--- src/b64d_pkg.sv ---
// ----------------------------------------------------------------------------
// b64d_pkg
// shared types, constants and the character classifier of the base64 decoder
// ----------------------------------------------------------------------------
package b64d_pkg;

   localparam int CHAR_W      = 8;
   localparam int BYTE_W      = 8;
   localparam int SEXTET_W    = 6;
   localparam int ACC_W       = 3 * SEXTET_W;
   localparam int QUARTET_W   = 4 * SEXTET_W;
   localparam int QUEUE_DEPTH = 4;
   localparam int QPTR_W      = $clog2(QUEUE_DEPTH);
   localparam int QCNT_W      = $clog2(QUEUE_DEPTH + 1);

   localparam logic [CHAR_W-1:0] CHAR_PAD   = 8'h3D;
   localparam logic [CHAR_W-1:0] CHAR_PLUS  = 8'h2B;
   localparam logic [CHAR_W-1:0] CHAR_SLASH = 8'h2F;
   localparam logic [CHAR_W-1:0] CHAR_UA    = 8'h41;
   localparam logic [CHAR_W-1:0] CHAR_UZ    = 8'h5A;
   localparam logic [CHAR_W-1:0] CHAR_LA    = 8'h61;
   localparam logic [CHAR_W-1:0] CHAR_LZ    = 8'h7A;
   localparam logic [CHAR_W-1:0] CHAR_D0    = 8'h30;
   localparam logic [CHAR_W-1:0] CHAR_D9    = 8'h39;

   typedef enum logic [1:0] {
      CLS_DATA,
      CLS_PAD,
      CLS_BAD
   } char_kind_type;

   typedef struct packed {
      char_kind_type         kind;
      logic [SEXTET_W-1:0]   sextet;
   } char_class_type;

   // one decoded quartet or an error marker, front to back
   typedef struct packed {
      logic [QUARTET_W-1:0]  bits;
      logic [1:0]            nbytes;
      logic                  last;
      logic                  err;
   } job_type;

   function automatic char_class_type classify(input logic [CHAR_W-1:0] c);
      char_class_type r;
      logic [CHAR_W-1:0] t;
      r.kind   = CLS_DATA;
      r.sextet = '0;
      t        = '0;
      if (c inside {[CHAR_UA:CHAR_UZ]}) begin
         t = c - CHAR_UA;
      end else if (c inside {[CHAR_LA:CHAR_LZ]}) begin
         t = c - CHAR_LA + 8'd26;
      end else if (c inside {[CHAR_D0:CHAR_D9]}) begin
         t = c - CHAR_D0 + 8'd52;
      end else if (c == CHAR_PLUS) begin
         t = 8'd62;
      end else if (c == CHAR_SLASH) begin
         t = 8'd63;
      end else if (c == CHAR_PAD) begin
         r.kind = CLS_PAD;
      end else begin
         r.kind = CLS_BAD;
      end
      r.sextet = t[SEXTET_W-1:0];
      return r;
   endfunction

endpackage

--- src/b64d_front.sv ---
// ----------------------------------------------------------------------------
// b64d_front
// classifies characters, gathers quartets and checks padding and length
// ----------------------------------------------------------------------------
module b64d_front (
   input  logic                         clock,
   input  logic                         reset,
   input  logic                         accept,
   input  logic [b64d_pkg::CHAR_W-1:0]  character,
   input  logic                         last_char,
   output logic                         push,
   output b64d_pkg::job_type            job
);
   import b64d_pkg::*;

   logic [ACC_W-1:0]    acc_ff,  acc_in;
   logic [1:0]          pos_ff,  pos_in;
   logic [1:0]          pad_ff,  pad_in;
   logic                err_ff,  err_in;

   char_class_type      cls;
   logic [1:0]          pad_n;
   logic                err_n;

   always_comb begin
      cls   = classify(character);
      pad_n = pad_ff;
      err_n = err_ff;
      case (cls.kind)
         CLS_BAD: begin
            err_n = 1'b1;
         end
         CLS_PAD: begin
            if (pos_ff < 2'd2) begin
               err_n = 1'b1;
            end else begin
               pad_n = pad_ff + 2'd1;
            end
         end
         default: begin
            if (pad_ff != 2'd0) begin
               err_n = 1'b1;
            end
         end
      endcase
      if (pos_ff == 2'd3 && pad_n != 2'd0 && !last_char) begin
         err_n = 1'b1;
      end

      job.bits   = {acc_ff, cls.sextet};
      job.nbytes = 2'd3 - pad_n;
      job.last   = last_char;
      job.err    = last_char && (err_n || pos_ff != 2'd3);
      push       = accept && ((pos_ff == 2'd3 && !err_n) || last_char);

      acc_in = acc_ff;
      pos_in = pos_ff;
      pad_in = pad_ff;
      err_in = err_ff;
      if (accept) begin
         if (last_char || pos_ff == 2'd3) begin
            acc_in = '0;
            pos_in = '0;
            pad_in = '0;
            err_in = last_char ? 1'b0 : err_n;
         end else begin
            acc_in = {acc_ff[ACC_W-SEXTET_W-1:0], cls.sextet};
            pos_in = pos_ff + 2'd1;
            pad_in = pad_n;
            err_in = err_n;
         end
      end
   end

   always_ff @(posedge clock) begin
      if (reset) begin
         acc_ff <= '0;
         pos_ff <= '0;
         pad_ff <= '0;
         err_ff <= 1'b0;
      end else begin
         acc_ff <= acc_in;
         pos_ff <= pos_in;
         pad_ff <= pad_in;
         err_ff <= err_in;
      end
   end

endmodule

--- src/b64d_queue.sv ---
// ----------------------------------------------------------------------------
// b64d_queue
// short job queue between the front and back parts
// ----------------------------------------------------------------------------
module b64d_queue (
   input  logic                 clock,
   input  logic                 reset,
   input  logic                 push,
   input  b64d_pkg::job_type    push_job,
   input  logic                 pop,
   output logic                 full,
   output logic                 head_valid,
   output b64d_pkg::job_type    head_job
);
   import b64d_pkg::*;

   job_type              slot_ff [QUEUE_DEPTH];
   logic [QPTR_W-1:0]    wr_ff, wr_in;
   logic [QPTR_W-1:0]    rd_ff, rd_in;
   logic [QCNT_W-1:0]    cnt_ff, cnt_in;

   always_comb begin
      full       = (cnt_ff == QCNT_W'(QUEUE_DEPTH));
      head_valid = (cnt_ff != '0);
      head_job   = slot_ff[rd_ff];
      wr_in      = push ? QPTR_W'((QPTR_W+1)'(wr_ff) + 1'b1) : wr_ff;
      rd_in      = pop  ? QPTR_W'((QPTR_W+1)'(rd_ff) + 1'b1) : rd_ff;
      cnt_in     = cnt_ff + QCNT_W'(push) - QCNT_W'(pop);
   end

   always_ff @(posedge clock) begin
      if (push) begin
         slot_ff[wr_ff] <= push_job;
      end
   end

   always_ff @(posedge clock) begin
      if (reset) begin
         wr_ff  <= '0;
         rd_ff  <= '0;
         cnt_ff <= '0;
      end else begin
         wr_ff  <= wr_in;
         rd_ff  <= rd_in;
         cnt_ff <= cnt_in;
      end
   end

endmodule

--- src/b64d_back.sv ---
// ----------------------------------------------------------------------------
// b64d_back
// splits queued quartets into bytes and holds the output register
// ----------------------------------------------------------------------------
module b64d_back (
   input  logic                          clock,
   input  logic                          reset,
   input  logic                          head_valid,
   input  b64d_pkg::job_type             head_job,
   output logic                          pop,
   output logic                          rsp_tvalid,
   input  logic                          rsp_tready,
   output logic [b64d_pkg::BYTE_W-1:0]   rsp_tdata,
   output logic                          rsp_tlast,
   output logic                          rsp_tuser
);
   import b64d_pkg::*;

   logic [1:0]          idx_ff, idx_in;
   logic                vld_ff, vld_in;
   logic [BYTE_W-1:0]   data_ff, data_in;
   logic                last_ff, last_in;
   logic                err_ff, err_in;

   logic                load;
   logic                final_byte;
   logic [BYTE_W-1:0]   sel_byte;

   always_comb begin
      case (idx_ff)
         2'd0:    sel_byte = head_job.bits[3*BYTE_W-1:2*BYTE_W];
         2'd1:    sel_byte = head_job.bits[2*BYTE_W-1:BYTE_W];
         default: sel_byte = head_job.bits[BYTE_W-1:0];
      endcase
      final_byte = head_job.err || (idx_ff + 2'd1 == head_job.nbytes);
      load       = head_valid && (!vld_ff || rsp_tready);
      pop        = load && final_byte;

      idx_in  = idx_ff;
      vld_in  = vld_ff && !rsp_tready;
      data_in = data_ff;
      last_in = last_ff;
      err_in  = err_ff;
      if (load) begin
         vld_in  = 1'b1;
         data_in = head_job.err ? '0 : sel_byte;
         last_in = head_job.last && final_byte;
         err_in  = head_job.err;
         idx_in  = final_byte ? 2'd0 : idx_ff + 2'd1;
      end
   end

   always_ff @(posedge clock) begin
      if (reset) begin
         idx_ff <= '0;
         vld_ff <= 1'b0;
      end else begin
         idx_ff <= idx_in;
         vld_ff <= vld_in;
      end
      data_ff <= data_in;
      last_ff <= last_in;
      err_ff  <= err_in;
   end

   assign rsp_tvalid = vld_ff;
   assign rsp_tdata  = data_ff;
   assign rsp_tlast  = last_ff;
   assign rsp_tuser  = err_ff;

endmodule

--- src/base64_stream_decoder.sv ---
// ----------------------------------------------------------------------------
// base64_stream_decoder
// streaming base64 decoder, one character in and up to three bytes out
// ----------------------------------------------------------------------------
// takes one base64 character per cycle while the queue is not full and, for
// every complete quartet, gives one to three bytes at one byte per cycle
// while rsp_tready is high, the final byte of the message marked by tlast. a
// bad character, misplaced padding or a length that is not a multiple of four
// ends the message in one error result (tuser high, data zero) at its last
// character. the front part checks and gathers characters, handing each
// quartet to a four-entry queue; the back part drains it a byte per cycle
// into the output register, so input runs at one character per cycle while
// the output side keeps up; a byte passes the queue, then the output register.
module base64_stream_decoder (
   input  logic                          clock,
   input  logic                          reset,
   input  logic                          req_tvalid,
   output logic                          req_tready,
   input  logic [b64d_pkg::CHAR_W-1:0]   req_tdata,   // character
   input  logic                          req_tlast,   // last_char
   output logic                          rsp_tvalid,
   input  logic                          rsp_tready,
   output logic [b64d_pkg::BYTE_W-1:0]   rsp_tdata,   // data_byte
   output logic                          rsp_tlast,   // last_byte
   output logic                          rsp_tuser    // error
);
   import b64d_pkg::*;

   logic       accept;
   logic       push;
   logic       pop;
   logic       full;
   logic       head_valid;
   job_type    push_job;
   job_type    head_job;

   assign req_tready = !full;
   assign accept     = req_tvalid && !full;

   b64d_front u_front (
      .clock     (clock),
      .reset     (reset),
      .accept    (accept),
      .character (req_tdata),
      .last_char (req_tlast),
      .push      (push),
      .job       (push_job)
   );

   b64d_queue u_queue (
      .clock      (clock),
      .reset      (reset),
      .push       (push),
      .push_job   (push_job),
      .pop        (pop),
      .full       (full),
      .head_valid (head_valid),
      .head_job   (head_job)
   );

   b64d_back u_back (
      .clock      (clock),
      .reset      (reset),
      .head_valid (head_valid),
      .head_job   (head_job),
      .pop        (pop),
      .rsp_tvalid (rsp_tvalid),
      .rsp_tready (rsp_tready),
      .rsp_tdata  (rsp_tdata),
      .rsp_tlast  (rsp_tlast),
      .rsp_tuser  (rsp_tuser)
   );

endmodule

--- config.mk ---
export PLATFORM = sky130hd
export DESIGN_NAME = base64_stream_decoder
export DESIGN_NICKNAME = d
export VERILOG_FILES = /design/src/b64d_pkg.sv /design/src/b64d_front.sv /design/src/b64d_queue.sv /design/src/b64d_back.sv /design/src/base64_stream_decoder.sv
export SDC_FILE = /design/constraint.sdc
export NUM_CORES = 1
export LEC_CHECK = 0
export ABC_CLOCK_PERIOD_IN_PS = 5300
export CORE_UTILIZATION = 35
export DETAILED_ROUTE_END_ITERATION = 8
export DONT_BUFFER_PORTS = 1
export PLACE_DENSITY = 0.55
export SETUP_SLACK_MARGIN = 0.1
export SYNTH_ARGS = -nofsm -noshare
export SYNTH_HDL_FRONTEND = slang
export SYNTH_SLANG_ARGS = --single-unit
--- constraint.sdc ---
create_clock -name clock -period 5.3 [get_ports clock]
set_clock_uncertainty 0.1 [all_clocks]
set_input_delay 1.325 -clock clock [delete_from_list [all_inputs] [get_ports clock]]
set_output_delay 1.325 -clock clock [all_outputs]
set_load 0.005 [all_outputs]
# --- Word level (Yosys, flattened, before mapping) ---
# Memories as Yosys holds them, arrays and structs flattened. A register that Yosys moved wholly into a read port is not among the register bits.
# Cells that the tools add are included.
# Widths: inputs -> output; s select.
op_classes:
  eq_ne: 10
  bitwise: 0
  muxes: 29
  add_sub_neg: 13
  div_mod_pow: 0
  reduce_logical: 27
  shifts: 0
  n_lt_le_gt_ge: 7
  mul: 0
op_table:
  columns: ["cell", "n"]
  rows:
  - ["$mux 6", 5]
  - ["$mux 2", 13]
  - ["$eq 8x6->1 const B", 3]
  - ["$mux 18", 1]
  - ["$ge 8x7->1 const B", 2]
  - ["$le 8x7->1 const B", 2]
  - ["$pmux 8 s2", 1]
  - ["$logic_and 1x1->1", 13]
  - ["$sub 6x6->6 const B", 2]
  - ["$add 2x1->2 const B", 5]
  - ["$ge 8x6->1 const B", 1]
  - ["$le 8x6->1 const B", 1]
  - ["$mux 1", 8]
  - ["$add 6x5->6 const B", 1]
  - ["$add 6x6->6 const B", 1]
  - ["$sub 6x1->6 const B", 1]
  - ["$logic_not 1->1", 5]
  - ["$logic_or 1x1->1", 5]
  - ["$eq 2x1->1 const B", 2]
  - ["$eq 2x2->1 const B", 2]
  - ["$reduce_bool 2->1", 2]
  - ["$add 3x1->3", 1]
  - ["$eq 3x3->1 const B", 1]
  - ["$reduce_bool 3->1", 1]
  - ["7 further kinds", 7]
totals:
  mem_bits_rw: 112
  memories: 1
  out_inout_bits: 12
  reg_bits: 43
  wordCells: 99
  inputBits: 13
  mem_bits_ro: 0
  latch_bits: 0
memory_table:
  columns: ["memory", "words", "width", "read_ports", "rd_ports_with_merged_regs", "write_ports", "line", "rtl"]
  rows:
  - ["u_queue.slot_ff", 4, 28, 1, 1, 1, "b64d_queue.sv:17", "job_type slot_ff [QUEUE_DEPTH];"]

# --- Depth between registers and ports, before layout ---
depth:
  word_depth: 19
  depth_mapped: 18

# --- By module ---
# A second synthesis with hierarchy kept.
hier_totals:
  hier_cells: 446
  area_unflattened_um2: 6849.1
by_module_without_submodules:
  columns: ["module", "cells_per_inst", "instances", "area_per_inst_um2", "seq_area_each_um2"]
  rows:
  - ["b64d_queue", 188, 1, 4530.6, 3543.4]
  - ["b64d_front", 196, 1, 1625.3, 460.4]
  - ["b64d_back", 60, 1, 683.2, 360.3]
  - ["base64_stream_decoder", 2, 1, 10.0, 0.0]

# --- Least setup slack after synthesis ---
# No wires, ideal clock.
synth_timing:
  kind: "input to register"
  from: "in req_tdata[2] (netlist name)"
  to: "mem u_queue.slot_ff[1][0] (netlist name) (enable)"
  setup_slack_ns: 0.465
  t_arrival_ns: 4.347
  path_buffers: 1
  cell_stages: 11
  cell_sequence: "clkbuf_1 -> inv_1 -> ha_1 -> or2_2 -> o21ai_0 -> nand2_1 -> ha_1 -> nor4b_1 -> o31ai_1 -> o31ai_4 -> and2_1"
synth_via:
  elab_chain_cells: 19
synth_rtl:
  columns: ["element", "line", "rtl"]
  rows:
  - ["from (decl)", "base64_stream_decoder.sv:19", "input logic [b64d_pkg::CHAR_W-1:0] req_tdata,"]
  - ["$eq 8x6->1", "b64d_pkg.sv:61", "end else if (c == CHAR_PAD) begin"]
  - ["$mux 2", "b64d_pkg.sv:61", null]
  - ["$mux 2", "b64d_pkg.sv:59", "end else if (c == CHAR_SLASH) begin"]
  - ["$mux 2", "b64d_pkg.sv:57", "end else if (c == CHAR_PLUS) begin"]
  - ["$mux 2", "b64d_pkg.sv:55", "end else if (c inside {[CHAR_D0:CHAR_D9]}) begin"]
  - ["$mux 2", "b64d_pkg.sv:53", "end else if (c inside {[CHAR_LA:CHAR_LZ]}) begin"]
  - ["$mux 2 (*)", "b64d_pkg.sv:51", "if (c inside {[CHAR_UA:CHAR_UZ]}) begin"]
  - ["$eq 2x1->1", "b64d_front.sv:29", "case (cls.kind)"]
  - ["[... 4 more ...]", null, null]
  - ["$mux 1 (*)", "b64d_front.sv:46", "if (pos_ff == 2'd3 && pad_n != 2'd0 && !last_char) begin"]
  - ["$logic_not 1->1 (*)", "b64d_front.sv:54", "push = accept && ((pos_ff == 2'd3 && !err_n) || last_char);"]
  - ["$logic_and 1x1->1 (*)", "b64d_front.sv:54", null]
  - ["$logic_or 1x1->1 (*)", "b64d_front.sv:54", null]
  - ["$logic_and 1x1->1 (*)", "b64d_front.sv:54", null]
  - ["via push", "base64_stream_decoder.sv:30", "logic push;"]
  - ["$mux 1 (*)", "b64d_queue.sv:32", "if (push) begin"]
  - ["$mux 1 (implied by the code) (*)", "b64d_queue.sv:33", "slot_ff[wr_ff] <= push_job;"]
  - ["to (decl)", "b64d_queue.sv:17", null]
# Mark *: on every way through the listed nets, which the timed path passes. The rest lies on a longest branch.

# --- Worst setup path after layout ---
layout_timing:
  from: "in req_tdata[0] (netlist name)"
  to: "reg u_queue.cnt_ff[2]"
layout_via:
  elab_chain_cells: 19
layout_rtl:
  columns: ["element", "line", "rtl"]
  rows:
  - ["$eq 8x6->1", "b64d_pkg.sv:61", null]
  - ["$mux 2", "b64d_pkg.sv:61", null]
  - ["$mux 2", "b64d_pkg.sv:59", null]
  - ["$mux 2", "b64d_pkg.sv:57", null]
  - ["$mux 2", "b64d_pkg.sv:55", null]
  - ["$mux 2", "b64d_pkg.sv:53", null]
  - ["$mux 2 (*)", "b64d_pkg.sv:51", null]
  - ["$eq 2x1->1", "b64d_front.sv:29", null]
  - ["[... 4 more ...]", null, null]
  - ["$mux 1 (*)", "b64d_front.sv:46", null]
  - ["$logic_not 1->1 (*)", "b64d_front.sv:54", null]
  - ["$logic_and 1x1->1 (*)", "b64d_front.sv:54", null]
  - ["$logic_or 1x1->1 (*)", "b64d_front.sv:54", null]
  - ["$logic_and 1x1->1 (*)", "b64d_front.sv:54", null]
  - ["via push", "base64_stream_decoder.sv:30", null]
  - ["$add 3x1->3 (*)", "b64d_queue.sv:28", "cnt_in = cnt_ff + QCNT_W'(push) - QCNT_W'(pop);"]
  - ["$sub 3x1->3 (*)", "b64d_queue.sv:28", null]
  - ["to (signal assigned)", "b64d_queue.sv:45", "cnt_ff <= cnt_in;"]
  - ["to (decl)", "b64d_queue.sv:20", "logic [QCNT_W-1:0] cnt_ff, cnt_in;"]
# Marked as above.
# A chain may end at the register's enable or synchronous reset.

==> results.json <==
{
  "path_clk_slew_ns": 0.06,
  "cts_sinks": 157,
  "cts.repair.resized": 0,
  "cts-root-buf": "clkbuf_16",
  "drt_first_pass_iters": 6,
  "overflow": 0,
  "ys_warn_count": 0,
  "max_slew_margin": 0.462,
  "synth.distinct_cells": 54,
  "critPathRequiredTime_ns": 5.52,
  "setup_viol": 0,
  "die_y_um": 140,
  "routed_wl_mm": 13.3,
  "drtIter0Drc": 189,
  "nFillCells": 1719,
  "hold_viol": 0,
  "start_util": 0.357,
  "netlist_area_um2": 6680,
  "core_area_um2": 18700,
  "synth_mux_area_frac": 0.0991,
  "ctsHoldBuffers": 0,
  "syn-num-nets": 479,
  "drtAntennaViolNets": 0,
  "ys_ff_latch": 157,
  "antenna_cells": 0,
  "final.setup.tns_ns": 0,
  "irDropWorstVdd_mv": 0.200,
  "synthArstFlopShare": 0,
  "hold_class": "reg2reg",
  "place_hpwl_mm": 8.17,
  "dieArea_um2": 19600,
  "startpoint_type": "input port",
  "clk_latency_ns": 0.42,
  "ys.flop_type": "edfxtp_1",
  "drt-wirelength-per-cell_um": 19.1,
  "place_congestion": 0.833,
  "synth_xor_xnor_area_share": 0.0167,
  "yosysSeqAreaShare": 0.654,
  "synth_top_family_by_area": "multiplexers",
  "areaGrowthSynthToFinish_pct": 12.6,
  "grt_max_degree": 31,
  "die_x_um": 140,
  "htree_levels": 4,
  "slew_violations": 0,
  "synth_compound_area_frac": 0.0853,
  "synth_fa_ha_area_frac": 0.0423,
  "leakagePower_nw": 2.57,
  "final_common_cell": "edfxtp_1",
  "first_global_vias": 3735,
  "holdWs_ns": 0.373,
  "avgSynthCellArea_um2": 15.0,
  "path_max_fanout": 8,
  "cts_setup_buffers": 0,
  "fmax_ghz": 0.218,
  "grt_util_all_layers": 0.145,
  "powerDensity_nw_per_um2": 444,
  "rsz0062_at_grt": "false",
  "synth-simple-area-share": 0.0779,
  "io_pins": 25,
  "final_cell_mix": "edfxtp_1, dfxtp_1, nor2_1",
  "grt_pass1_wl_mm": 20.9,
  "drive_above_1_share": 0.144,
  "max-clock-path-buffers": 2,
  "row_count": 50,
  "drc_errors": 0,
  "vias": 3750,
  "antenna_found_initial": 0,
  "fin_crit_sh": 0.865,
  "status": "completed",
  "worst_slew_pin_slew_ns": 0.807,
  "synth_edf_count": 122,
  "reg2reg_slack_ns": 1.98,
  "port_buffers": 0,
  "regArea_um2": 4370,
  "arrival_ns": 4.81,
  "multi_input_area_um2": 2150,
  "critPathKind": "in2reg",
  "max-cap-violations": 0,
  "worstSetupEndpointType": "flop",
  "synthCells": 444,
  "fin_crit_ns": 4.59,
  "vias_per_cell": 5.37,
  "nNetsFinal": 486,
  "numCtsBuffers": 17,
  "tritoncts": "yes"
}
==> layout make-up <==
cell class	instances	share of cell area
flip-flops and latches	157	0.581
clock inverters	8	0.0121
clock buffers	24	0.0641
well taps	234	0.0389
repair buffers	7	0.00699
inverters	22	0.0110
multi-input cells	246	0.286
==> layer usage <==
metal  up-vias  track usage  wire length, um
li1       1726            -                -
met3        21       0.0311              518
met2        88        0.238             6380
met4         0       0.0607              216
met1      1915        0.187             6190
met5         -            0                0
==> cells in the mapped netlist, types with 5 or more instances <==
master	instances	area, um^2
edfxtp_1	122	3660
dfxtp_1	35	701
nor2_1	28	105
mux4_2	25	563
inv_1	22	82.6
nand2_1	22	82.6
a22oi_1	21	158
ha_1	21	263
a21oi_1	19	95.1
nand3_1	13	65.1
and2_1	10	62.6
clkbuf_1	9	33.8
nor3_1	6	30.0
o21ai_0	6	30.0
xnor2_1	6	52.6
buf_2	5	25.0
==> kinds of logic (layout without fill, tap and decap cells) <==
| logic type | Yosys count | count (layout) |
|---|---|---|
| flops | 157 | 157 |
| fa+ha+maj | 22 | 22 |
| buf+inv | 41 | 61 |
| compound gates | 79 | 79 |
| simple gates | 104 | 104 |
| mux | 30 | 30 |
| xor+xnor | 11 | 11 |
==> critical path, stage by stage <==
cell	delay (ns)
inv_1	0.04
ha_1	0.24
nor2b_1	0.14
o21ai_0	0.45
o211ai_1	0.27
and2_1	0.21
ha_1	0.18
nor4b_1	0.37
o31ai_1	0.21
o31ai_4	0.38
ha_1	0.21
inv_1	0.05
fa_1	0.37
xor2_1	0.16
xnor2_1	0.15
nor2_1	0.05
==> report_power, final <==
part	switching (W)	internal, W
Clock	0.000445	0.000725
Sequential	0.0000887	0.00145
Combinational	0.000342	0.000282
==> metrics by stage <==
step / power [W] / setup WS, ns / util / std cells / instance area, um^2
final: 0.00334 / 0.715 / 0.402 / 698 / 7520
after global routing: 0.00349 / 0.445 / 0.402 / 698 / 7520
after CTS: 0.00337 / 0.737 / 0.402 / 698 / 7520
after detailed placement: 0.00220 / 0.284 / 0.371 / 666 / 6950
after global placement: 0.00219 / 0.382 / 0.371 / 666 / 6950
after floorplan: 0.00203 / 0.465 / - / 444 / 6680
==> registers in the layout, summed over array words and instances (netlist names), named ones only <==
register	cells
u_back.rsp_tlast	1
u_back.rsp_tvalid	1
u_queue.rd_ff	2
u_back.rsp_tdata	8
u_queue.slot_ff	112
u_front.pos_ff	2
u_back.idx_ff	2
u_front.pad_ff	2
u_front.acc_ff	18
u_queue.wr_ff	2
u_back.rsp_tuser	1
u_front.err_ff	1
u_queue.cnt_ff	3
==> final timing paths <==
check | start | to | cells past startpoint
max | req_tdata[0] | u_queue.cnt_ff[2] | 16
min | u_queue.rd_ff[1] | flop | 2
max reg2reg | flop | u_queue.cnt_ff[2] | 12
min reg2reg | u_queue.rd_ff[1] | flop | 2
No activity file was read; power rests on OpenSTA's default activity.
